### config.mk
export PLATFORM = sky130hd
export DESIGN_NAME = bresenham_line_rasterizer_top_flat
export DESIGN_NICKNAME = d
export VERILOG_FILES = /design/src/rtl/blr_pkg.sv /design/src/rtl/blr_if.sv /design/src/rtl/bresenham_line_rasterizer_top.sv /design/src/rtl/blr_line_core.sv /design/src/rtl/blr_out_stage.sv /design/src/flat_wrapper.sv
export SDC_FILE = /design/constraint.sdc
export NUM_CORES = 1
export LEC_CHECK = 0
export ABC_AREA = 1
export ABC_CLOCK_PERIOD_IN_PS = 17130
export BUFFER_PORTS_ARGS = -buffer_cell sky130_fd_sc_hd__buf_2
export CAP_MARGIN = 20
export CORE_UTILIZATION = 30
export DETAILED_ROUTE_END_ITERATION = 12
export REMOVE_ABC_BUFFERS = 1
export SLEW_MARGIN = 20
export SYNTH_ARGS = -nofsm -noshare
export SYNTH_HDL_FRONTEND = slang
export SYNTH_SLANG_ARGS = --single-unit
export TNS_END_PERCENT = 1
### constraint.sdc
create_clock -name clk -period 17.13 [get_ports clk]
set_input_delay 0.8565 -clock clk [delete_from_list [all_inputs] [get_ports clk]]
set_output_delay 0.8565 -clock clk [all_outputs]
set_load 0.01 [all_outputs]
### src/rtl/blr_pkg.sv
`timescale 1ns / 1ps
// ----------------------------------------------------------------------------
// blr_pkg - shared types and constants for the line rasterizer
// Status and action codes, register indexes, default widths.
// ----------------------------------------------------------------------------
package blr_pkg;

    localparam int COORD_BITS_DEF = 12;
    localparam int COLOR_BITS_DEF = 16;
    localparam int OFFSET_BITS    = 24;
    localparam int CFG_INDEX_BITS = 1;
    localparam int WIDTH_RESET    = 640;
    localparam int HEIGHT_RESET   = 480;

    typedef enum logic [1:0] {
        ST_PIXEL  = 2'd0,
        ST_REJECT = 2'd1,
        ST_IDLE   = 2'd2
    } status_t;

    typedef enum logic {
        ACT_LOAD = 1'b0,
        ACT_STEP = 1'b1
    } action_t;

    typedef enum logic [CFG_INDEX_BITS-1:0] {
        REG_SCREEN_WIDTH  = 1'b0,
        REG_SCREEN_HEIGHT = 1'b1
    } cfg_reg_t;

    typedef struct packed {
        status_t status;
        logic    last;
    } pix_ctrl_t;

endpackage

### src/rtl/blr_if.sv
`timescale 1ns / 1ps
// ----------------------------------------------------------------------------
// blr_if - valid/ready channels of the line rasterizer
// Command channel (load / step) and pixel result channel.
// ----------------------------------------------------------------------------
interface blr_cmd_if #(
    parameter int COORD_BITS = 12,
    parameter int COLOR_BITS = 16
) ();
    logic                  valid;
    logic                  ready;
    logic                  action;
    logic [COORD_BITS:0]   start_x;
    logic [COORD_BITS:0]   start_y;
    logic [COORD_BITS:0]   end_x;
    logic [COORD_BITS:0]   end_y;
    logic [COLOR_BITS-1:0] color;

    modport source (output valid, action, start_x, start_y, end_x, end_y, color,
                    input ready);
    modport sink   (input valid, action, start_x, start_y, end_x, end_y, color,
                    output ready);
endinterface

interface blr_pix_if #(
    parameter int COORD_BITS = 12,
    parameter int COLOR_BITS = 16
) ();
    import blr_pkg::*;

    logic                   valid;
    logic                   ready;
    status_t                status;
    logic [COORD_BITS-1:0]  pixel_x;
    logic [COORD_BITS-1:0]  pixel_y;
    logic [OFFSET_BITS-1:0] frame_offset;
    logic [COLOR_BITS-1:0]  pixel_color;
    logic                   last;

    modport source (output valid, status, pixel_x, pixel_y, frame_offset, pixel_color,
                    last, input ready);
    modport sink   (input valid, status, pixel_x, pixel_y, frame_offset, pixel_color,
                    last, output ready);
endinterface

### src/rtl/bresenham_line_rasterizer_top.sv
`timescale 1ns / 1ps
// ----------------------------------------------------------------------------
// bresenham_line_rasterizer_top - all-octant Bresenham line engine
// Load / step command in, one pixel result (or reject / idle) out per item.
// ----------------------------------------------------------------------------
// The block takes one command item per clock while its first result register
// can take it, and gives exactly one result item for each. A load (action 0)
// checks both endpoints against screen_width and screen_height, answers with a
// reject or with the first pixel, and arms the line unless the endpoints
// coincide; each step (action 1) moves one pixel along it, flags the end point
// with last, and answers idle once no line is armed. Throughput is one item per
// clock while the input is not held off: the step is a single error-term
// add-and-compare done in the accept cycle. A result passes two registers:
// the first holds the pixel from the step logic, the second holds it
// with its frame offset width*y+x, formed by one multiply-add. Both registers
// are elastic, so up to two results may wait on a stalled output while the
// input keeps ready high until both are full. screen_width and screen_height
// reset to 640 and 480; write them only while no item is in flight (the user is bound, the block does not enforce it).
// ----------------------------------------------------------------------------
module bresenham_line_rasterizer_top #(
    parameter int COORD_BITS = blr_pkg::COORD_BITS_DEF,
    parameter int COLOR_BITS = blr_pkg::COLOR_BITS_DEF
) (
    input  logic                               clk,
    input  logic                               rst_n,
    blr_cmd_if.sink                            cmd,
    blr_pix_if.source                          pix,
    input  logic                               cfg_we,
    input  logic [blr_pkg::CFG_INDEX_BITS-1:0] cfg_index,
    input  logic [COORD_BITS:0]                cfg_data
);
    import blr_pkg::*;

    // frame size registers
    logic [COORD_BITS:0]   width_reg;
    logic [COORD_BITS:0]   height_reg;

    // handshake
    logic                  accept;
    logic                  res_free;
    logic                  res_advance;
    logic                  out_free;
    logic                  out_valid_reg, out_valid_next;

    // first result register (from the line core)
    logic                  res_valid;
    pix_ctrl_t             res_ctrl;
    logic [COORD_BITS-1:0] res_x, res_y;
    logic [COLOR_BITS-1:0] res_color;

    pix_ctrl_t             out_ctrl;

    always_ff @(posedge clk or negedge rst_n)
    begin
        if (!rst_n)
        begin
            width_reg  <= (COORD_BITS+1)'(WIDTH_RESET);
            height_reg <= (COORD_BITS+1)'(HEIGHT_RESET);
        end
        else if (cfg_we)
        begin
            case (cfg_index)
                REG_SCREEN_WIDTH:  width_reg  <= cfg_data;
                REG_SCREEN_HEIGHT: height_reg <= cfg_data;
                default:           ;
            endcase
        end
    end

    // The output register frees when empty or taken this cycle; the first
    // register moves on into it and frees for a new item in the same cycle.
    assign out_free    = !out_valid_reg || pix.ready;
    assign res_advance = res_valid && out_free;
    assign res_free    = !res_valid || out_free;
    assign accept      = cmd.valid && res_free;
    assign cmd.ready   = res_free;

    blr_line_core #(
        .COORD_BITS (COORD_BITS),
        .COLOR_BITS (COLOR_BITS)
    ) u_core (
        .clk           (clk),
        .rst_n         (rst_n),
        .accept        (accept),
        .advance       (res_advance),
        .action        (cmd.action),
        .start_x       (cmd.start_x),
        .start_y       (cmd.start_y),
        .end_x         (cmd.end_x),
        .end_y         (cmd.end_y),
        .color         (cmd.color),
        .screen_width  (width_reg),
        .screen_height (height_reg),
        .res_valid     (res_valid),
        .res_ctrl      (res_ctrl),
        .res_x         (res_x),
        .res_y         (res_y),
        .res_color     (res_color)
    );

    blr_out_stage #(
        .COORD_BITS (COORD_BITS),
        .COLOR_BITS (COLOR_BITS)
    ) u_out (
        .clk          (clk),
        .load         (res_advance),
        .in_ctrl      (res_ctrl),
        .in_x         (res_x),
        .in_y         (res_y),
        .in_color     (res_color),
        .screen_width (width_reg),
        .out_ctrl     (out_ctrl),
        .out_x        (pix.pixel_x),
        .out_y        (pix.pixel_y),
        .out_offset   (pix.frame_offset),
        .out_color    (pix.pixel_color)
    );

    always_comb
    begin
        out_valid_next = out_valid_reg;
        if (res_advance)
        begin
            out_valid_next = 1'b1;
        end
        else if (pix.ready)
        begin
            out_valid_next = 1'b0;
        end
    end

    always_ff @(posedge clk or negedge rst_n)
    begin
        if (!rst_n)
        begin
            out_valid_reg <= 1'b0;
        end
        else
        begin
            out_valid_reg <= out_valid_next;
        end
    end

    assign pix.valid  = out_valid_reg;
    assign pix.status = out_ctrl.status;
    assign pix.last   = out_ctrl.last;

    // both result registers full and stalled: input must be held off
    assert property (@(posedge clk) disable iff (!rst_n)
        res_valid && out_valid_reg && !pix.ready |-> !cmd.ready)
        else $error("input accepted with both result registers full");

    // an accepted item always lands in the first result register
    assert property (@(posedge clk) disable iff (!rst_n)
        accept |=> res_valid)
        else $error("accepted item lost before first result register");

    // a moved-on result always shows on the output next cycle
    assert property (@(posedge clk) disable iff (!rst_n)
        res_advance |=> out_valid_reg)
        else $error("result lost between result registers");

    // reject and idle results carry no pixel
    assert property (@(posedge clk) disable iff (!rst_n)
        pix.valid && (pix.status != ST_PIXEL) |->
            (pix.pixel_x == '0) && (pix.pixel_y == '0) && (pix.frame_offset == '0)
            && (pix.pixel_color == '0) && !pix.last)
        else $error("non-pixel result with pixel data");

endmodule

### src/rtl/blr_line_core.sv
`timescale 1ns / 1ps
// ----------------------------------------------------------------------------
// blr_line_core - line state and Bresenham step
// Holds the running line and registers one pixel result per item.
// ----------------------------------------------------------------------------
module blr_line_core #(
    parameter int COORD_BITS = 12,
    parameter int COLOR_BITS = 16
) (
    input  logic                   clk,
    input  logic                   rst_n,
    input  logic                   accept,
    input  logic                   advance,
    input  logic                   action,
    input  logic [COORD_BITS:0]    start_x,
    input  logic [COORD_BITS:0]    start_y,
    input  logic [COORD_BITS:0]    end_x,
    input  logic [COORD_BITS:0]    end_y,
    input  logic [COLOR_BITS-1:0]  color,
    input  logic [COORD_BITS:0]    screen_width,
    input  logic [COORD_BITS:0]    screen_height,
    output logic                   res_valid,
    output blr_pkg::pix_ctrl_t     res_ctrl,
    output logic [COORD_BITS-1:0]  res_x,
    output logic [COORD_BITS-1:0]  res_y,
    output logic [COLOR_BITS-1:0]  res_color
);
    import blr_pkg::*;

    localparam int ERR_W = COORD_BITS + 3;
    localparam int E2_W  = ERR_W + 1;

    // line state
    logic                         line_active_reg, line_active_next;
    logic [COORD_BITS-1:0]        cur_x_reg, cur_x_next;
    logic [COORD_BITS-1:0]        cur_y_reg, cur_y_next;
    logic [COORD_BITS-1:0]        goal_x_reg, goal_x_next;
    logic [COORD_BITS-1:0]        goal_y_reg, goal_y_next;
    logic [COORD_BITS-1:0]        delta_x_reg, delta_x_next;
    logic signed [COORD_BITS:0]   neg_delta_y_reg, neg_delta_y_next;
    logic                         dir_x_reg, dir_x_next;
    logic                         dir_y_reg, dir_y_next;
    logic signed [ERR_W-1:0]      err_reg, err_next;
    logic [COLOR_BITS-1:0]        color_reg, color_next;

    // result register
    logic                         res_valid_reg, res_valid_next;
    pix_ctrl_t                    res_ctrl_reg, res_ctrl_next;
    logic [COORD_BITS-1:0]        res_x_reg, res_x_next;
    logic [COORD_BITS-1:0]        res_y_reg, res_y_next;
    logic [COLOR_BITS-1:0]        res_color_reg, res_color_next;

    // load path
    logic                         start_ok, end_ok, load_done;
    logic signed [COORD_BITS:0]   dx_diff, dy_diff, dx_neg, dy_neg;
    logic [COORD_BITS-1:0]        dx_abs, dy_abs;
    logic signed [ERR_W-1:0]      err_init;
    logic signed [COORD_BITS:0]   neg_dy_init;

    // step path
    logic signed [E2_W-1:0]       e2, neg_dy_ext, dx_ext;
    logic                         take_x, take_y, step_done;
    logic signed [ERR_W-1:0]      err_add_x, err_add_y, err_step;
    logic [COORD_BITS-1:0]        step_x, step_y;

    always_comb
    begin
        start_ok = !start_x[COORD_BITS] && !start_y[COORD_BITS]
                   && ({1'b0, start_x[COORD_BITS-1:0]} < screen_width)
                   && ({1'b0, start_y[COORD_BITS-1:0]} < screen_height);
        end_ok   = !end_x[COORD_BITS] && !end_y[COORD_BITS]
                   && ({1'b0, end_x[COORD_BITS-1:0]} < screen_width)
                   && ({1'b0, end_y[COORD_BITS-1:0]} < screen_height);

        dx_diff     = end_x - start_x;
        dy_diff     = end_y - start_y;
        dx_neg      = -dx_diff;
        dy_neg      = -dy_diff;
        dx_abs      = dx_diff[COORD_BITS] ? dx_neg[COORD_BITS-1:0] : dx_diff[COORD_BITS-1:0];
        dy_abs      = dy_diff[COORD_BITS] ? dy_neg[COORD_BITS-1:0] : dy_diff[COORD_BITS-1:0];
        err_init    = ERR_W'({1'b0, dx_abs}) - ERR_W'({1'b0, dy_abs});
        neg_dy_init = (COORD_BITS+1)'(0) - {1'b0, dy_abs};
        load_done   = (start_x[COORD_BITS-1:0] == end_x[COORD_BITS-1:0])
                      && (start_y[COORD_BITS-1:0] == end_y[COORD_BITS-1:0]);
    end

    always_comb
    begin
        e2         = {err_reg, 1'b0};
        neg_dy_ext = E2_W'(neg_delta_y_reg);
        dx_ext     = E2_W'({1'b0, delta_x_reg});
        take_x     = (e2 >= neg_dy_ext);
        take_y     = (e2 <= dx_ext);
        err_add_x  = take_x ? ERR_W'(neg_delta_y_reg) : '0;
        err_add_y  = take_y ? ERR_W'({1'b0, delta_x_reg}) : '0;
        err_step   = err_reg + err_add_x + err_add_y;
        step_x     = !take_x ? cur_x_reg : (dir_x_reg ? cur_x_reg - 1'b1 : cur_x_reg + 1'b1);
        step_y     = !take_y ? cur_y_reg : (dir_y_reg ? cur_y_reg - 1'b1 : cur_y_reg + 1'b1);
        step_done  = (step_x == goal_x_reg) && (step_y == goal_y_reg);
    end

    always_comb
    begin
        line_active_next = line_active_reg;
        cur_x_next       = cur_x_reg;
        cur_y_next       = cur_y_reg;
        goal_x_next      = goal_x_reg;
        goal_y_next      = goal_y_reg;
        delta_x_next     = delta_x_reg;
        neg_delta_y_next = neg_delta_y_reg;
        dir_x_next       = dir_x_reg;
        dir_y_next       = dir_y_reg;
        err_next         = err_reg;
        color_next       = color_reg;

        res_valid_next   = res_valid_reg;
        res_ctrl_next    = res_ctrl_reg;
        res_x_next       = res_x_reg;
        res_y_next       = res_y_reg;
        res_color_next   = res_color_reg;

        if (advance)
        begin
            res_valid_next = 1'b0;
        end

        if (accept)
        begin
            res_valid_next        = 1'b1;
            res_ctrl_next.status  = ST_IDLE;
            res_ctrl_next.last    = 1'b0;
            res_x_next            = '0;
            res_y_next            = '0;
            res_color_next        = '0;

            if (action == ACT_LOAD)
            begin
                line_active_next = 1'b0;
                if (start_ok && end_ok)
                begin
                    cur_x_next       = start_x[COORD_BITS-1:0];
                    cur_y_next       = start_y[COORD_BITS-1:0];
                    goal_x_next      = end_x[COORD_BITS-1:0];
                    goal_y_next      = end_y[COORD_BITS-1:0];
                    delta_x_next     = dx_abs;
                    neg_delta_y_next = neg_dy_init;
                    dir_x_next       = dx_diff[COORD_BITS] || (dx_diff == '0);
                    dir_y_next       = dy_diff[COORD_BITS] || (dy_diff == '0);
                    err_next         = err_init;
                    color_next       = color;
                    line_active_next = !load_done;

                    res_ctrl_next.status = ST_PIXEL;
                    res_ctrl_next.last   = load_done;
                    res_x_next           = start_x[COORD_BITS-1:0];
                    res_y_next           = start_y[COORD_BITS-1:0];
                    res_color_next       = color;
                end
                else
                begin
                    res_ctrl_next.status = ST_REJECT;
                end
            end
            else if (line_active_reg)
            begin
                cur_x_next       = step_x;
                cur_y_next       = step_y;
                err_next         = err_step;
                line_active_next = !step_done;

                res_ctrl_next.status = ST_PIXEL;
                res_ctrl_next.last   = step_done;
                res_x_next           = step_x;
                res_y_next           = step_y;
                res_color_next       = color_reg;
            end
        end
    end

    always_ff @(posedge clk or negedge rst_n)
    begin
        if (!rst_n)
        begin
            line_active_reg <= 1'b0;
            res_valid_reg   <= 1'b0;
        end
        else
        begin
            line_active_reg <= line_active_next;
            res_valid_reg   <= res_valid_next;
        end
    end

    always_ff @(posedge clk)
    begin
        cur_x_reg       <= cur_x_next;
        cur_y_reg       <= cur_y_next;
        goal_x_reg      <= goal_x_next;
        goal_y_reg      <= goal_y_next;
        delta_x_reg     <= delta_x_next;
        neg_delta_y_reg <= neg_delta_y_next;
        dir_x_reg       <= dir_x_next;
        dir_y_reg       <= dir_y_next;
        err_reg         <= err_next;
        color_reg       <= color_next;
        res_ctrl_reg    <= res_ctrl_next;
        res_x_reg       <= res_x_next;
        res_y_reg       <= res_y_next;
        res_color_reg   <= res_color_next;
    end

    assign res_valid = res_valid_reg;
    assign res_ctrl  = res_ctrl_reg;
    assign res_x     = res_x_reg;
    assign res_y     = res_y_reg;
    assign res_color = res_color_reg;

endmodule

### src/rtl/blr_out_stage.sv
`timescale 1ns / 1ps
// ----------------------------------------------------------------------------
// blr_out_stage - output register with frame offset
// Forms width*y+x and holds the pixel for the downstream side.
// ----------------------------------------------------------------------------
module blr_out_stage #(
    parameter int COORD_BITS = 12,
    parameter int COLOR_BITS = 16
) (
    input  logic                            clk,
    input  logic                            load,
    input  blr_pkg::pix_ctrl_t              in_ctrl,
    input  logic [COORD_BITS-1:0]           in_x,
    input  logic [COORD_BITS-1:0]           in_y,
    input  logic [COLOR_BITS-1:0]           in_color,
    input  logic [COORD_BITS:0]             screen_width,
    output blr_pkg::pix_ctrl_t              out_ctrl,
    output logic [COORD_BITS-1:0]           out_x,
    output logic [COORD_BITS-1:0]           out_y,
    output logic [blr_pkg::OFFSET_BITS-1:0] out_offset,
    output logic [COLOR_BITS-1:0]           out_color
);
    import blr_pkg::*;

    localparam int SUM_W = (2*COORD_BITS + 2 > OFFSET_BITS) ? 2*COORD_BITS + 2 : OFFSET_BITS;

    logic [SUM_W-1:0]       offset_sum;
    pix_ctrl_t              ctrl_reg;
    logic [COORD_BITS-1:0]  x_reg, y_reg;
    logic [OFFSET_BITS-1:0] offset_reg;
    logic [COLOR_BITS-1:0]  color_reg;

    // non-pixel results carry x = y = 0, so the offset comes out zero too
    assign offset_sum = SUM_W'(screen_width) * SUM_W'(in_y) + SUM_W'(in_x);

    always_ff @(posedge clk)
    begin
        if (load)
        begin
            ctrl_reg   <= in_ctrl;
            x_reg      <= in_x;
            y_reg      <= in_y;
            offset_reg <= offset_sum[OFFSET_BITS-1:0];
            color_reg  <= in_color;
        end
    end

    assign out_ctrl   = ctrl_reg;
    assign out_x      = x_reg;
    assign out_y      = y_reg;
    assign out_offset = offset_reg;
    assign out_color  = color_reg;

endmodule

### src/flat_wrapper.sv
// flat-port wrapper written by rule: the top's interface ports become plain ports
module bresenham_line_rasterizer_top_flat import blr_pkg::*;
#(
    parameter int COORD_BITS = blr_pkg::COORD_BITS_DEF,
    parameter int COLOR_BITS = blr_pkg::COLOR_BITS_DEF
)
  (clk, rst_n, cfg_we, cfg_index, cfg_data, cmd_valid, cmd_action, cmd_start_x, cmd_start_y, cmd_end_x, cmd_end_y, cmd_color, cmd_ready, pix_valid, pix_status, pix_pixel_x, pix_pixel_y, pix_frame_offset, pix_pixel_color, pix_last, pix_ready);
  blr_cmd_if #(.COORD_BITS(COORD_BITS), .COLOR_BITS(COLOR_BITS)) cmd_i ();
  blr_pix_if #(.COORD_BITS(COORD_BITS), .COLOR_BITS(COLOR_BITS)) pix_i ();
  input  logic clk;
  input  logic rst_n;
  input  logic cfg_we;
  input  logic [blr_pkg::CFG_INDEX_BITS-1:0] cfg_index;
  input  logic [COORD_BITS:0] cfg_data;
  input wire logic [$bits(cmd_i.valid)-1:0] cmd_valid;
  input wire logic [$bits(cmd_i.action)-1:0] cmd_action;
  input wire logic [$bits(cmd_i.start_x)-1:0] cmd_start_x;
  input wire logic [$bits(cmd_i.start_y)-1:0] cmd_start_y;
  input wire logic [$bits(cmd_i.end_x)-1:0] cmd_end_x;
  input wire logic [$bits(cmd_i.end_y)-1:0] cmd_end_y;
  input wire logic [$bits(cmd_i.color)-1:0] cmd_color;
  output wire logic [$bits(cmd_i.ready)-1:0] cmd_ready;
  output wire logic [$bits(pix_i.valid)-1:0] pix_valid;
  output wire logic [$bits(pix_i.status)-1:0] pix_status;
  output wire logic [$bits(pix_i.pixel_x)-1:0] pix_pixel_x;
  output wire logic [$bits(pix_i.pixel_y)-1:0] pix_pixel_y;
  output wire logic [$bits(pix_i.frame_offset)-1:0] pix_frame_offset;
  output wire logic [$bits(pix_i.pixel_color)-1:0] pix_pixel_color;
  output wire logic [$bits(pix_i.last)-1:0] pix_last;
  input wire logic [$bits(pix_i.ready)-1:0] pix_ready;
  assign cmd_i.valid = cmd_valid;
  assign cmd_i.action = cmd_action;
  assign cmd_i.start_x = cmd_start_x;
  assign cmd_i.start_y = cmd_start_y;
  assign cmd_i.end_x = cmd_end_x;
  assign cmd_i.end_y = cmd_end_y;
  assign cmd_i.color = cmd_color;
  assign cmd_ready = cmd_i.ready;
  assign pix_valid = pix_i.valid;
  assign pix_status = pix_i.status;
  assign pix_pixel_x = pix_i.pixel_x;
  assign pix_pixel_y = pix_i.pixel_y;
  assign pix_frame_offset = pix_i.frame_offset;
  assign pix_pixel_color = pix_i.pixel_color;
  assign pix_last = pix_i.last;
  assign pix_i.ready = pix_ready;
  bresenham_line_rasterizer_top #(.COORD_BITS(COORD_BITS), .COLOR_BITS(COLOR_BITS)) u_core (.clk(clk), .rst_n(rst_n), .cmd(cmd_i), .pix(pix_i), .cfg_we(cfg_we), .cfg_index(cfg_index), .cfg_data(cfg_data));
endmodule
; Word-level counts from Yosys, hierarchy flattened
; Cells that the tools add are included.
; W data, S select, Z words.
[totals]
elab_cells = 122
output_inout_bits = 69
reg_bits = 245
input_bits = 88
[classes]
mux = 37
addsub = 13
n_lt_le_gt_ge = 6
mul = 1
n_eq_ne = 5
n_bitwise = 2
reduce_logical = 32
[op_table]
columns = op, count
row1 = $mux W12, 19
row2 = $mux W15, 4
row3 = $lt A12 B13 Y1, 4
row4 = $eq A12 B12 Y1, 4
row5 = $mux W16, 3
row6 = $logic_not A13 Y1, 2
row7 = $sub A13 B13 Y13, 2
row8 = $add A12 B1 Y12 const B, 2
row9 = $add A24 B12 Y24, 1
row10 = $mul A13 B12 Y24, 1
row11 = $neg A12 Y12, 2
row12 = $sub A12 B1 Y12 const B, 2
row13 = $ge A16 B13 Y1, 1
row14 = $le A16 B13 Y1, 1
row15 = $add A15 B13 Y15, 1
row16 = $add A15 B15 Y15, 1
row17 = $sub A1 B12 Y13 const A, 1
row18 = $sub A12 B12 Y13, 1
row19 = $logic_and A1 B1 Y1, 11
row20 = $mux W1, 9
row21 = $logic_not A1 Y1, 8
row22 = $mux W3, 2
row23 = $reduce_and A3 Y1, 2
row24 = $reduce_bool A2 Y1, 3
row25 = other kinds (4), 9

; Depth between registers and ports, before layout
; Gate-level depths: netlist of the first run.
[logic_depth]
ltp_word = 8
mapped_depth = 31
ltp_nobuf = 29

; By module
; A second synthesis of the first run with hierarchy kept.
[unflattened]
hier_cells = 2708
area_unflattened_um2 = 22037.4
[modules_own_cells]
columns = module, area_per_inst_um2, seq_area_each_um2, cells_per_inst, instances
row1 = blr_line_core, 12842.3, 4524.3, 1636, 1
row2 = blr_out_stage, 8094.0, 2011.9, 949, 1
row3 = bresenham_line_rasterizer_top, 1101.1, 683.2, 123, 1

; Worst setup path after synthesis of the first run
; OpenSTA, ideal clock, no wires.
[synth_path]
path_type = input-to-reg
from = in cmd_start_x[8]
to = reg u_core.u_core.color_reg[0], enable pin
stages = 9
t_required_ns = 16.637
path_slack_ns = 11.619
path_buffers = 1
setup_ns = 0.493
arrival_ns = 5.018
cell_sequence = ha_1 -> a21oi_1 -> o21ai_0 -> a221oi_1 -> nand3_1 -> nor2_1 -> nand3_1 -> clkbuf_1 -> nor2_1
[synth_between]
elab_chain_cells = 5
[synth_lines]
columns = element, line_no
row1 = start: declaration, flat_wrapper.sv:17  ; input wire logic [$bits(cmd_i.start_x)-1:0] cmd_start_x;
row2 = $lt A12 B13 Y1, blr_line_core.sv:69  ; && ({1'b0, start_x[COORD_BITS-1:0]} < screen_width)
row3 = $logic_and A1 B1 Y1, blr_line_core.sv:69
row4 = $logic_and A1 B1 Y1, blr_line_core.sv:70  ; && ({1'b0, start_y[COORD_BITS-1:0]} < screen_height);
row5 = $logic_and A1 B1 Y1, blr_line_core.sv:139  ; if (start_ok && end_ok)
row6 = $reduce_and A3 Y1 (no line), -
row7 = end signal: assignment, blr_line_core.sv:205  ; color_reg <= color_next;
row8 = end: declaration, blr_line_core.sv:44  ; logic [COLOR_BITS-1:0] color_reg, color_next;
; Every way passes these cells.
; A chain may end at the register's enable or synchronous reset.

; Worst setup path after layout of the first run
[layout_path]
from = reg u_core.width_reg[1]
to = reg u_core.u_out.offset_reg[21] (netlist: u_core.u_out.out_offset[21]), data pin
[layout_between]
elab_chain_cells = 2
[layout_lines]
columns = element, line_no
row1 = start: declaration, bresenham_line_rasterizer_top.sv:35  ; logic [COORD_BITS:0] width_reg;
row2 = start signal: assignment, bresenham_line_rasterizer_top.sv:57  ; width_reg <= (COORD_BITS+1)'(WIDTH_RESET);
row3 = start signal: assignment, bresenham_line_rasterizer_top.sv:63  ; REG_SCREEN_WIDTH: width_reg <= cfg_data;
row4 = $mul A13 B12 Y24, blr_out_stage.sv:34  ; assign offset_sum = SUM_W'(screen_width) * SUM_W'(in_y) + SUM_W'(in_x);
row5 = $add A24 B12 Y24, blr_out_stage.sv:34
row6 = named net u_core.u_out.offset_sum[21], blr_out_stage.sv:27  ; logic [SUM_W-1:0] offset_sum;
row7 = end signal: assignment, blr_out_stage.sv:43  ; offset_reg <= offset_sum[OFFSET_BITS-1:0];
row8 = end: declaration, blr_out_stage.sv:30  ; logic [OFFSET_BITS-1:0] offset_reg;
; The timed path passes the listed nets, and every way through them passes these cells.

==> results of run 1 <==
power groups by stage:
stage          clock network (mW)  logic [mW]  registers [mW]
2_1_floorplan                   0        1.16           0.874
3_3_place_gp                    0        1.56           0.875
3_5_place_dp                    0        1.57           0.875
4_1_cts                     0.663        1.59           0.863
5_1_grt                     0.683        1.82           0.871
6_report                    0.644        1.57           0.861
kinds of logic after synthesis:
group           count (synthesis)  synth area share, %
simple gates                  932                 18.5
buf+inv                       599                 10.7
compound gates                309                 8.03
fa+ha+maj                     350                 25.4
mux                             1               0.0470
flops                         245                 33.9
xor+xnor                       82                 3.41
per-layer routing:
| layer | wire, um | vias up | track usage [%] | part of all wire, % |
|---|---|---|---|---|
| met1 | 27100 | 8058 | 23.0 | 46 |
| li1 | - | 8327 | - | - |
| met2 | 26900 | 387 | 26.8 | 46 |
| met5 | 8 | - | 0 | 0.014 |
| met4 | 1340 | 2 | 3.64 | 2.3 |
| met3 | 3300 | 65 | 1.92 | 5.6 |
cell type report:
class | instances | area, um2
flip-flops and latches | 245 | 7220
clock inverters | 22 | 166
repair buffers | 162 | 826
fillers | 7457 | 46100
clock buffers | 36 | 836
diodes | 3 | 7.51
inverters | 546 | 2050
multi-input cells | 1674 | 11800
well taps | 940 | 1180
path summary, 6_finish.rpt:
kind                                                  from                           to  slack [ps]  depth (start not counted)
min in group clk                u_core.u_core.res_color[6]    u_core.u_out.out_color[6]         420                          0
worst max-delay path                   u_core.width_reg[1]  u_core.u_out.out_offset[21]       11170                         19
worst min register to register  u_core.u_core.res_color[6]    u_core.u_out.out_color[6]         420                          0
max in group asynchronous                            rst_n          u_core.width_reg[2]       16330                          1
worst min-delay path                                 rst_n             u_core.pix.valid         310                          1
worst max register to register         u_core.width_reg[1]  u_core.u_out.out_offset[21]       11170                         19
layout by cell type, fill, tap and decap left out, drive strengths merged, types with 22 or more instances in the layout:
master,synthesis,routed
buf,8,162
dfrtp,23,23
o21ai,133,133
xor2,55,55
ha,212,212
nand4,22,22
xnor2,27,27
fa,138,138
a21oi,110,110
clkbuf,45,36
edfxtp,216,216
nand2,622,622
inv,544,548
nor2,134,134
nand3,105,105
o22ai,26,26
nand3b,22,22
worst reg2reg max path, stage by stage, from the launching register on:
cell      delay (ps)
dfrtp_1          750
nand2_1          170
fa_1             480
fa_1             510
fa_1             490
inv_1             50
fa_1             520
inv_1             50
fa_1             520
inv_1             40
ha_1             350
a21oi_1          140
o21ai_0          140
a21oi_1          270
inv_1             70
a21oi_1          290
o21ai_0          210
a21boi_0         330
o21ai_0          150
xor2_1           160
per-stage QoR:
stage / setup WS, ps / total power [mW] / cell area, um2 / util (%) / hold slack (ps)
after global routing: 10770 / 3.38 / 24100 / 34.3 / 357
final: 11170 / 3.07 / 24100 / 34.3 / 314
after global placement: 11280 / 2.44 / 23100 / 32.9 / 402
after floorplan: 11570 / 2.03 / 21100 / - / 400
after CTS: 11220 / 3.11 / 24100 / 34.3 / 307
after detailed placement: 11240 / 2.45 / 23100 / 32.9 / 405
==> qor.log, run 1 <==
[timing] Sum Neg Setup Slack 0 ps
[grt] largest net degree at the start of global routing 68
[detailed_routing] total vias in the final route 16839
[yosys] sequential cell area fraction in the yosys report 33.9%
[layout] final net count 3098
[pwr] sequential share of power 28.0%
[yosys] cell area after synthesis 21300 um2
[setup_path] critical path peak fanout 14
[timing] final cycle utilization of the critical path 34.8%
[setup_path] critical path required time 17470 ps
[cts] Post-CTS Resized 0
[pwr] internal power summed over all cells 1.76 mW
[cts] number of hold buffers added after cts 0
[setup_path] data arrival time of the critical path 6300 ps
[setup_path] path type of the worst setup path flop to flop
[pwr] Leak 12.1 nW
[layout] max FFs per register 24
[hold_path] Hold Crit Class input pin to asynchronous set/reset pin
[cts] CTS tree yes
[setup_path] kind of end point of the critical path flop
[yosys] post-synth top area share 30.5%
[yosys] flip-flop and latch count after synthesis 245
[pwr] pwr dens 128 nW/um2
[placement] Final Wtd Congestion 0.883
[floorplan] area of the core 70100 um2
[grt] vias in the first global route 16243
[cts] CTS max path bufs 3
[pwr] clock power share 21.0%
[grt] GR Util All Layers 16.4%
[yosys] Synthesis Warnings 0
[timing] unrepaired setup endpoints after global routing false
[timing] number of hold-slack violations in the final timing report 0
[detailed_routing] Pre-Repair DR Iteration Count 6
[detailed_routing] Wirelength per Cell 16.2 um
[setup_path] delay contributed by the slowest stage of the critical path 750 ps
[pwr] maximum vdd drop 0.102 mV
[yosys] most area-hungry cell type in the Yosys netlist edfxtp_1
[yosys] cells after synthesis 2518
[cts] clock network latency to the later pin of the worst-skew pair 600 ps
[placement] dpl hpwl 46600 um
[yosys] leading cell type by number of instances after synthesis nand2_1
[timing] upper clock frequency limit 168 MHz
[setup_path] Max stage delay cell, worst path dfrtp_1
[cts] H-tree depth 1
[detailed_routing] total detailed-routing wirelength 58700 um
[setup_path] crit-path leading delay family adder cells
[floorplan] Die Footprint 72000 um2
[timing] total count of max-transition violations in the final report 0
[cts] Post CTS Setup Buffer Count 0
[yosys] number of synthesized flops with an enable pin 216
[cts] clock-pin slew on the worst setup and hold paths 60 ps
[timing] post-route minimum period 5960 ps
[yosys] Cell variety after synth 54
[placement] number of cells in the design after placement 3567
[yosys] proportion of register bits with asynchronous set or reset after synthesis 11.8%
[cts] Root Buffer Master clkbuf_16
[grt] initial antenna violation count 4
[yosys] top cells by area, synth edfxtp_1, fa_1, ha_1, nand2_1, inv_1
[cts] number of buffers inserted during clock tree synthesis 31
[floorplan] Die W 268 um
[layout] fraction of layout cells with a size suffix above 1 9.98%
[yosys] commonest cells in the netlist nand2_1, inv_1, edfxtp_1
[cts] number of clock sinks 245
[layout] final cell count without fillers 3628
[timing] number of setup violations in the final report 0
[floorplan] standard-cell row count 97
[grt] Remaining Overflow, GRT 0
[floorplan] starting density of the core 30.3%
[yosys] leading register cell type out of synthesis edfxtp_1
[timing] actual transition at the worst max-transition pin 1100 ps
[pwr] combinational share of power 51.0%
[run_status] status finished clean
[timing] maximum clock skew at final layout 14.3 ps
[floorplan] die span in y 268 um
[detailed_routing] post-detailed-route via-to-cell ratio 4.64
[layout] relative area change from synthesis to final layout 13.2%
[pwr] power dissipated by switching net loads 1.31 mW
[pwr] Net Sw Frac 42.6%
[yosys] mean post-synth cell area 8.45 um2
[setup_path] number of buffer and inverter instances along the worst setup path 4
[timing] worst-case headroom to the max-slew limit 26.7%
[detailed_routing] post-route ant nets 0
[setup_path] startpoint kind of the worst setup timing path flop
[setup_path] cell seen most often among critical-path stages fa_1
[floorplan] number of placed I/O pins 157
[placement] IO buf count 156
[setup_path] critical-path cell list nand2_1, fa_1, fa_1, fa_1, inv_1, fa_1, inv_1, fa_1, inv_1, ha_1, a21oi_1, o21ai_0, a21oi_1, inv_1, a21oi_1, o21ai_0, a21boi_0, o21ai_0, xor2_1
[grt] wire length of the first global-routing pass 91400 um
[run] max cap viols 0
[detailed_routing] Iteration-0 DRC Markers 1052
[detailed_routing] DRC viols 0
No activity file was read; power rests on OpenSTA's default activity.
==> inputs of run 2 (changes only) <==
Settings changed: ABC_CLOCK_PERIOD_IN_PS 17130 to 5200.
Clock period 17.13 ns to 5.2 ns, I/O delays scaled along.
==> qor.log, run 2 (synthesis results as in run 1) <==
[layout] fill count 7196 [was 7457]
[cts] number of buffers inserted during clock tree synthesis 30 [was 31]
[detailed_routing] total detailed-routing wirelength 60900 um [was 58700 um]
[grt] GR Util All Layers 16.8% [was 16.4%]
[layout] Layout Cell Area excl Fill 26000 um2 [was 24100 um2]
[layout] final cell count without fillers 3810 [was 3628]
[grt] largest net degree at the start of global routing 59 [was 68]
[detailed_routing] post-detailed-route via-to-cell ratio 4.57 [was 4.64]
[cts] number of clock sinks 245 [unchanged]
[detailed_routing] Wirelength per Cell 16.0 um [was 16.2 um]
[layout] relative area change from synthesis to final layout 22.0% [was 13.2%]
[floorplan] die span in y 268 um [unchanged]
[timing] actual transition at the worst max-transition pin 1100 ps [about the same]
[grt] vias in the first global route 17180 [was 16243]
[placement] dpl hpwl 48400 um [was 46600 um]
[pwr] combinational share of power 59.6% [was 51.0%]
[timing] unrepaired setup endpoints after global routing true [was false]
[cts] CTS max path bufs 3 [unchanged]
[pwr] pwr dens 468 nW/um2 [was 128 nW/um2]
[setup_path] data arrival time of the critical path 5480 ps [was 6300 ps]
[timing] upper clock frequency limit 194 MHz [was 168 MHz]
[pwr] clock power share 17.5% [was 21.0%]
[floorplan] Die W 268 um [unchanged]
[detailed_routing] Iteration-0 DRC Markers 1217 [was 1052]
[timing] PnR worst setup slack 43.4 ps [was 11170 ps]
[pwr] Net Sw Frac 41.5% [was 42.6%]
[pwr] sequential share of power 22.8% [was 28.0%]
[timing] total count of max-transition violations in the final report 0 [unchanged]
[detailed_routing] post-route ant nets 0 [unchanged]
[placement] worst setup slack after placement -302 ps [was 11240 ps]
[placement] number of cells in the design after placement 3671 [was 3567]
[pwr] maximum vdd drop 0.478 mV [was 0.102 mV]
[cts] H-tree depth 1 [unchanged]
[grt] initial antenna violation count 3 [was 4]
[floorplan] number of placed I/O pins 157 [unchanged]
[timing] number of setup violations in the final report 0 [unchanged]
[pwr] Leak 13.0 nW [was 12.1 nW]
[timing] maximum clock skew at final layout 52.6 ps [was 14.3 ps]
[run] max cap viols 0 [unchanged]
[cts] CTS tree yes [unchanged]
[floorplan] starting density of the core 30.3% [unchanged]
[floorplan] standard-cell row count 97 [unchanged]
[placement] Placed Area 23900 um2 [was 23100 um2]
[floorplan] Die Footprint 72000 um2 [unchanged]
[pwr] internal power summed over all cells 7.10 mW [was 1.76 mW]
[grt] wire length of the first global-routing pass 93800 um [was 91400 um]
[layout] leading cell type in the layout, fill and taps excluded nand2_1 [unchanged]
[layout] leading cell types in the layout, fill and taps excluded nand2_1, inv_1, edfxtp_1 [unchanged]
[cts] Root Buffer Master clkbuf_16 [unchanged]
[detailed_routing] Pre-Repair DR Iteration Count 5 [was 6]
[layout] max FFs per register 24 [unchanged]
[timing] post-route minimum period 5160 ps [was 5960 ps]
[setup_path] kind of end point of the critical path flop [unchanged]
[timing] worst-case headroom to the max-slew limit 26.8% [was 26.7%]
[grt] Remaining Overflow, GRT 0 [unchanged]
[layout] fraction of layout cells with a size suffix above 1 16.2% [was 9.98%]
[timing] final cycle utilization of the critical path 99.2% [was 34.8%]
[pwr] power dissipated by switching net loads 5.04 mW [was 1.31 mW]
[setup_path] startpoint kind of the worst setup timing path flop [unchanged]
[run_status] status finished clean [unchanged]
[layout] area used by multi-input combinational logic 12100 um2 [was 11800 um2]
[timing] number of hold-slack violations in the final timing report 0 [unchanged]
[setup_path] path type of the worst setup path flop to flop [unchanged]
[placement] IO buf count 156 [unchanged]
[layout] final net count 3282 [was 3098]
[placement] Final Wtd Congestion 0.896 [was 0.883]
[detailed_routing] total vias in the final route 17408 [was 16839]
[cts] clock-pin slew on the worst setup and hold paths 70 ps [was 60 ps]
[setup_path] critical path peak fanout 4 [was 14]
[layout] register area 7220 um2 [about the same]
[cts] clock network latency to the later pin of the worst-skew pair 620 ps [was 600 ps]
[layout] utilization of the core after routing 37.0% [was 34.3%]
[detailed_routing] DRC viols 0 [unchanged]
[floorplan] area of the core 70100 um2 [unchanged]
[hold_path] Hold Crit Class input pin to flop [was input pin to asynchronous set/reset pin]
[setup_path] critical path required time 5520 ps [was 17470 ps]
-- run 2: layer usage --
metal / track usage (%) / vias up / wire length [um]
met5: 0 / - / 13
met4: 3.52 / 2 / 1210
met3: 2.39 / 76 / 3540
met2: 27.3 / 433 / 27400
met1: 23.7 / 8212 / 28700
li1: - / 8685 / -
-- run 2: per-stage QoR --
stage / setup TNS (ps) / power [mW] / hold slack [ps]
after floorplan: -9310 / 6.69 / -35.6
after global placement: -830 / 8.70 / 349
after detailed placement: -1160 / 8.77 / 345
after CTS: -14.5 / 11.5 / 1.46
after global routing: -462 / 13.2 / 4.25
final: 0 / 12.1 / 31.8
-- run 2: path summary, 6_finish.rpt --
kind                       slack [ps]  cells past startpoint                   startpoint                           to
max                                40                     22       u_core.u_core.res_y[8]  u_core.u_out.out_offset[18]
min in group asynchronous         240                      2                        rst_n             u_core.pix.valid
min                                30                      1                 cmd_end_x[6]  u_core.u_core.goal_x_reg[6]
min reg2reg                       420                      0  u_core.u_core.res_color[10]   u_core.u_out.out_color[10]
max in group asynchronous        4440                      2                        rst_n          u_core.width_reg[6]
max reg2reg                        40                     22       u_core.u_core.res_y[8]  u_core.u_out.out_offset[18]
-- run 2: critical path, stage by stage, from the launching register on --
cell      delay (ps)
edfxtp_1         510
buf_6            180
nand2_1           50
inv_1             50
fa_1             520
inv_1             50
fa_1             480
inv_1             60
fa_1             490
fa_1             520
inv_1             50
fa_1             540
inv_2             50
ha_4             290
a21oi_4           60
o21ai_2          140
a21oi_2           50
buf_4            150
o21ai_4          180
a21boi_2          90
buf_4            140
buf_4            120
xnor2_1          110
-- run 2: power by group through the flow --
stage               combinational, mW  sequential (mW)  clock, mW
floorplan                        3.81             2.88          0
global placement                 5.88             2.82          0
detailed placement               5.96             2.81          0
CTS                              6.51             2.78       2.18
global route                     8.16             2.80       2.24
finish                           7.24             2.77       2.13
-- run 2: timing repair --
action                                  CTS  global route
buffers inserted                         10            20
gates resized for setup                  33            54
pin swaps                                21            51
hold buffers                             50             1
endpoints found under the hold margin    94             1
endpoints found under the setup margin    7            11
-- run 2: area by class of cell --
cell class              instances  area share (%)
multi-input cells            1674            46.6
repair buffers                347            9.27
flip-flops and latches        245            27.8
well taps                     940            4.53
clock inverters                23           0.873
inverters                     546            7.90
clock buffers                  33            2.94
diodes                          2          0.0193
==> inputs of run 3 (changes only) <==
Settings changed: SYNTH_HIERARCHICAL set to 1.
==> qor.log, run 3 <==
[floorplan] Die W 273 um [was 268 um]
[hold_path] hold-critical path depth 3 [was 1]
[layout] leading cell type in the layout, fill and taps excluded nand2_1 [unchanged]
[floorplan] die span in y 273 um [was 268 um]
[grt] wire length of the first global-routing pass 100000 um [was 93800 um]
[yosys] post-synth top area share 29.4% [was 30.5%]
[setup_path] path type of the worst setup path flop to flop [unchanged]
[cts] number of clock sinks 245 [unchanged]
[pwr] combinational share of power 59.7% [was 59.6%]
[placement] worst setup slack after placement 190 ps [was -302 ps]
[pwr] Leak 13.3 nW [was 13.0 nW]
[grt] Remaining Overflow, GRT 0 [unchanged]
[placement] IO buf count 156 [unchanged]
[timing] actual transition at the worst max-transition pin 983 ps [was 1100 ps]
[layout] max FFs per register 24 [unchanged]
[detailed_routing] post-route ant nets 0 [unchanged]
[pwr] pwr dens 515 nW/um2 [was 468 nW/um2]
[yosys] cells after synthesis 2708 [was 2518]
[hold_path] Hold Path Origin cmd_start_y[7] [was cmd_end_x[6]]
[hold_path] WHS Endpoint u_core/u_core/cur_y_reg[7] [was u_core.u_core.goal_x_reg[6]]
[timing] post-route minimum period 5000 ps [was 5160 ps]
[cts] H-tree depth 1 [unchanged]
[setup_path] length in cells of the worst reg-to-reg path 17 [was 22]
[yosys] proportion of register bits with asynchronous set or reset after synthesis 11.8% [unchanged]
[timing] maximum clock skew at final layout 12.8 ps [was 52.6 ps]
[timing] total count of max-transition violations in the final report 0 [unchanged]
[timing] final cycle utilization of the critical path 96.1% [was 99.2%]
[layout] fill count 7617 [was 7196]
[placement] dpl hpwl 50700 um [was 48400 um]
[yosys] leading cell type by number of instances after synthesis nand2_1 [unchanged]
[floorplan] starting density of the core 30.3% [about the same]
[pwr] sequential share of power 23.1% [was 22.8%]
[detailed_routing] Wirelength per Cell 16.2 um [was 16.0 um]
[timing] number of setup violations in the final report 0 [unchanged]
[layout] fraction of layout cells with a size suffix above 1 10.7% [was 16.2%]
[grt] initial antenna violation count 5 [was 3]
[pwr] Net Sw Frac 46.9% [was 41.5%]
[setup_path] number of buffer and inverter instances along the worst setup path 3 [was 9]
[timing] worst hold margin 28.7 ps [was 31.8 ps]
[floorplan] area of the core 72800 um2 [was 70100 um2]
[yosys] flip-flop and latch count after synthesis 245 [unchanged]
[pwr] power dissipated by switching net loads 6.22 mW [was 5.04 mW]
[layout] leading cell types in the layout, fill and taps excluded nand2_1, inv_1, edfxtp_1 [unchanged]
[cts] CTS max path bufs 3 [unchanged]
[grt] vias in the first global route 17957 [was 17180]
[yosys] top cells by area, synth edfxtp_1, fa_1, nand2_1, ha_1, inv_1 [was edfxtp_1, fa_1, ha_1, nand2_1, inv_1]
[cts] number of buffers inserted during clock tree synthesis 31 [was 30]
[run] max cap viols 0 [unchanged]
[detailed_routing] total detailed-routing wirelength 63400 um [was 60900 um]
[floorplan] number of placed I/O pins 157 [unchanged]
[setup_path] kind of end point of the critical path flop [unchanged]
[cts] Root Buffer Master clkbuf_16 [unchanged]
[layout] final net count 3377 [was 3282]
[setup_path] Max stage delay cell, worst path edfxtp_1 [was fa_1]
[detailed_routing] Pre-Repair DR Iteration Count 5 [unchanged]
[cts] CTS tree yes [unchanged]
[pwr] final total power 13.3 mW [was 12.1 mW]
[yosys] mean post-synth cell area 8.14 um2 [was 8.45 um2]
[setup_path] delay contributed by the slowest stage of the critical path 800 ps [was 540 ps]
[cts] clock-pin slew on the worst setup and hold paths 60 ps [was 70 ps]
[detailed_routing] met3 wire length 3560 um [was 3540 um]
[detailed_routing] DRC viols 0 [unchanged]
[layout] area used by multi-input combinational logic 12300 um2 [was 12100 um2]
[yosys] sequential cell area fraction in the yosys report 32.8% [was 33.9%]
[run_status] status finished clean [unchanged]
[layout] register area 7220 um2 [about the same]
[setup_path] cell seen most often among critical-path stages fa_1 [unchanged]
[detailed_routing] total vias in the final route 18110 [was 17408]
[setup_path] slack of the worst reg-to-reg path 200 ps [was 40 ps]
[yosys] commonest cells in the netlist nand2_1, inv_1, edfxtp_1 [unchanged]
[yosys] Cell variety after synth 56 [was 54]
[detailed_routing] Met2 Routed Length 29000 um [was 27400 um]
[yosys] cell area after synthesis 22000 um2 [was 21300 um2]
[pwr] maximum vdd drop 0.469 mV [was 0.478 mV]
[timing] worst-case headroom to the max-slew limit 34.4% [was 26.8%]
[setup_path] critical path peak fanout 14 [was 4]
[cts] clock network latency to the later pin of the worst-skew pair 600 ps [was 620 ps]
[timing] PnR worst setup slack 204 ps [was 43.4 ps]
[pwr] clock power share 17.2% [was 17.5%]
[hold_path] Hold Crit Class input pin to flop [unchanged]
[setup_path] crit-path leading delay family adder cells [unchanged]
[setup_path] worst reg2reg path startpoint u_core/u_core/res_y[5] [was u_core.u_core.res_y[8]]
[setup_path] critical path required time 5550 ps [was 5520 ps]
[setup_path] data arrival time of the critical path 5350 ps [was 5480 ps]
[placement] Final Wtd Congestion 0.922 [was 0.896]
[grt] largest net degree at the start of global routing 56 [was 59]
[yosys] leading register cell type out of synthesis edfxtp_1 [unchanged]
[yosys] number of synthesized flops with an enable pin 216 [unchanged]
[pwr] internal power summed over all cells 7.04 mW [was 7.10 mW]
[grt] GR Util All Layers 17.1% [was 16.8%]
[floorplan] standard-cell row count 99 [was 97]
[timing] upper clock frequency limit 200 MHz [was 194 MHz]
[timing] number of hold-slack violations in the final timing report 0 [unchanged]
[setup_path] critical-path cell list nand2_1, fa_1, fa_1, fa_1, inv_1, fa_1, inv_1, fa_1, inv_1, ha_1, nand2_1, nor2_1, nand3_1, nand3_2, nand2_1, nand3_1, nand2_1 [was buf_6, nand2_1, inv_1, fa_1, inv_1, fa_1, inv_1, fa_1, fa_1, inv_1, fa_1, inv_2, ha_4, a21oi_4, o21ai_2, a21oi_2, buf_4, o21ai_4, a21boi_2, buf_4, buf_4, xnor2_1]
[timing] unrepaired setup endpoints after global routing false [was true]
[yosys] most area-hungry cell type in the Yosys netlist edfxtp_1 [unchanged]
[yosys] Synthesis Warnings 6 [was 0]
[detailed_routing] post-detailed-route via-to-cell ratio 4.62 [was 4.57]
[setup_path] capturing point of the worst reg2reg path u_core/u_out/out_offset[21] [was u_core.u_out.out_offset[18]]
[setup_path] startpoint kind of the worst setup timing path flop [unchanged]
[floorplan] Die Footprint 74500 um2 [was 72000 um2]
[detailed_routing] Iteration-0 DRC Markers 1210 [was 1217]
[layout] relative area change from synthesis to final layout 16.9% [was 22.0%]
[detailed_routing] DR top layer met5 [unchanged]
[detailed_routing] post-route met1 wirelength 30000 um [was 28700 um]
## run 3: changes by cell type in the layout (fill, tap and decap cells not counted), sizes merged, moves of 5 or more
cell / before / now
buf: 295 / 202
nand2: 622 / 736
clkinv: 19 / 13
nand3: 105 / 157
inv: 546 / 605
o21bai: 5 / 12
xnor2: 27 / 22
nand3b: 22 / 15
o21ai: 133 / 92
nand4: 22 / 33
## run 3: final cells by class
cell class | count | share of cell area (%)
Multi-Input combinational cell | 1802 | 47.8
Sequential cell | 245 | 28.0
Inverter | 602 | 8.77
Timing Repair Buffer | 257 | 6.60
Tap cell | 959 | 4.66
Clock buffer | 38 | 3.40
Clock inverter | 20 | 0.757
Antenna cell | 1 | 0.00971
## run 3: metrics by stage
stage / cells / instance area [um2] / utilization [%] / TNS (ps)
6_report: 3924 / 25800 / 35.4 / 0
3_3_place_gp: 3806 / 24100 / 33.1 / 0
2_1_floorplan: 2649 / 21800 / - / -6420
4_1_cts: 3919 / 25700 / 35.3 / 0
5_1_grt: 3924 / 25800 / 35.4 / 0
3_5_place_dp: 3806 / 24100 / 33.1 / 0
## run 3: what timing repair did
item | CTS | global route
hold endpoints to repair | 89 | 0
setup endpoints to repair | 0 | 6
buffers inserted | 0 | 4
hold buffers | 55 | 0
gates resized for setup | 0 | 3
## run 3: cells by family (layout without fill, tap and decap cells)
kind of cell	after synthesis	after routing	share of synthesized area [%]
and+or+nand+nor	1107	1107	21.2
buffers and inverters	661	917	11.5
adders and majority gates	350	350	24.6
AOI/OAI and AO/OA	263	263	6.70
DFF	245	245	32.8
xor gates and xnor gates	80	80	3.18
muxes	2	2	0.0965
other	0	1	0
## run 3: power groups by stage
stage / combinational [mW] / clock, mW / sequential, mW
2_1_floorplan: 5.70 / 0 / 3.16
5_1_grt: 9.13 / 2.40 / 3.11
3_3_place_gp: 7.76 / 0 / 3.12
3_5_place_dp: 7.82 / 0 / 3.12
6_report: 7.92 / 2.28 / 3.07
4_1_cts: 7.90 / 2.33 / 3.08
## run 3: worst max path at each step
stage                           start                     endpoint  slack (ps)  depth (start not counted)
3_3_place_gp   u_core/u_core/res_y[4]  u_core/u_out/out_offset[21]         290                         18
5_1_grt                  cmd_end_x[0]    u_core/u_core/err_reg[10]           5                         33
6_report       u_core/u_core/res_y[5]  u_core/u_out/out_offset[21]         200                         17
2_1_floorplan     u_core/width_reg[7]   u_core/u_core/color_reg[0]         -70                          9
4_1_cts        u_core/u_core/res_y[4]  u_core/u_out/out_offset[20]         170                         18
3_5_place_dp   u_core/u_core/res_y[4]  u_core/u_out/out_offset[20]         190                         18
## run 3: per-layer routing
| layer | global-route usage [%] | vias to the layer above |
|---|---|---|
| li1 | - | 9026 |
| met1 | 24.0 | 8568 |
| met2 | 28.4 | 453 |
| met3 | 1.98 | 59 |
| met4 | 3.31 | 4 |
| met5 | 0 | - |
## run 3: tightest hold or removal path: stages
cell and delay (ps):
buf_2 120, nand2_1 70, nand2_1 60
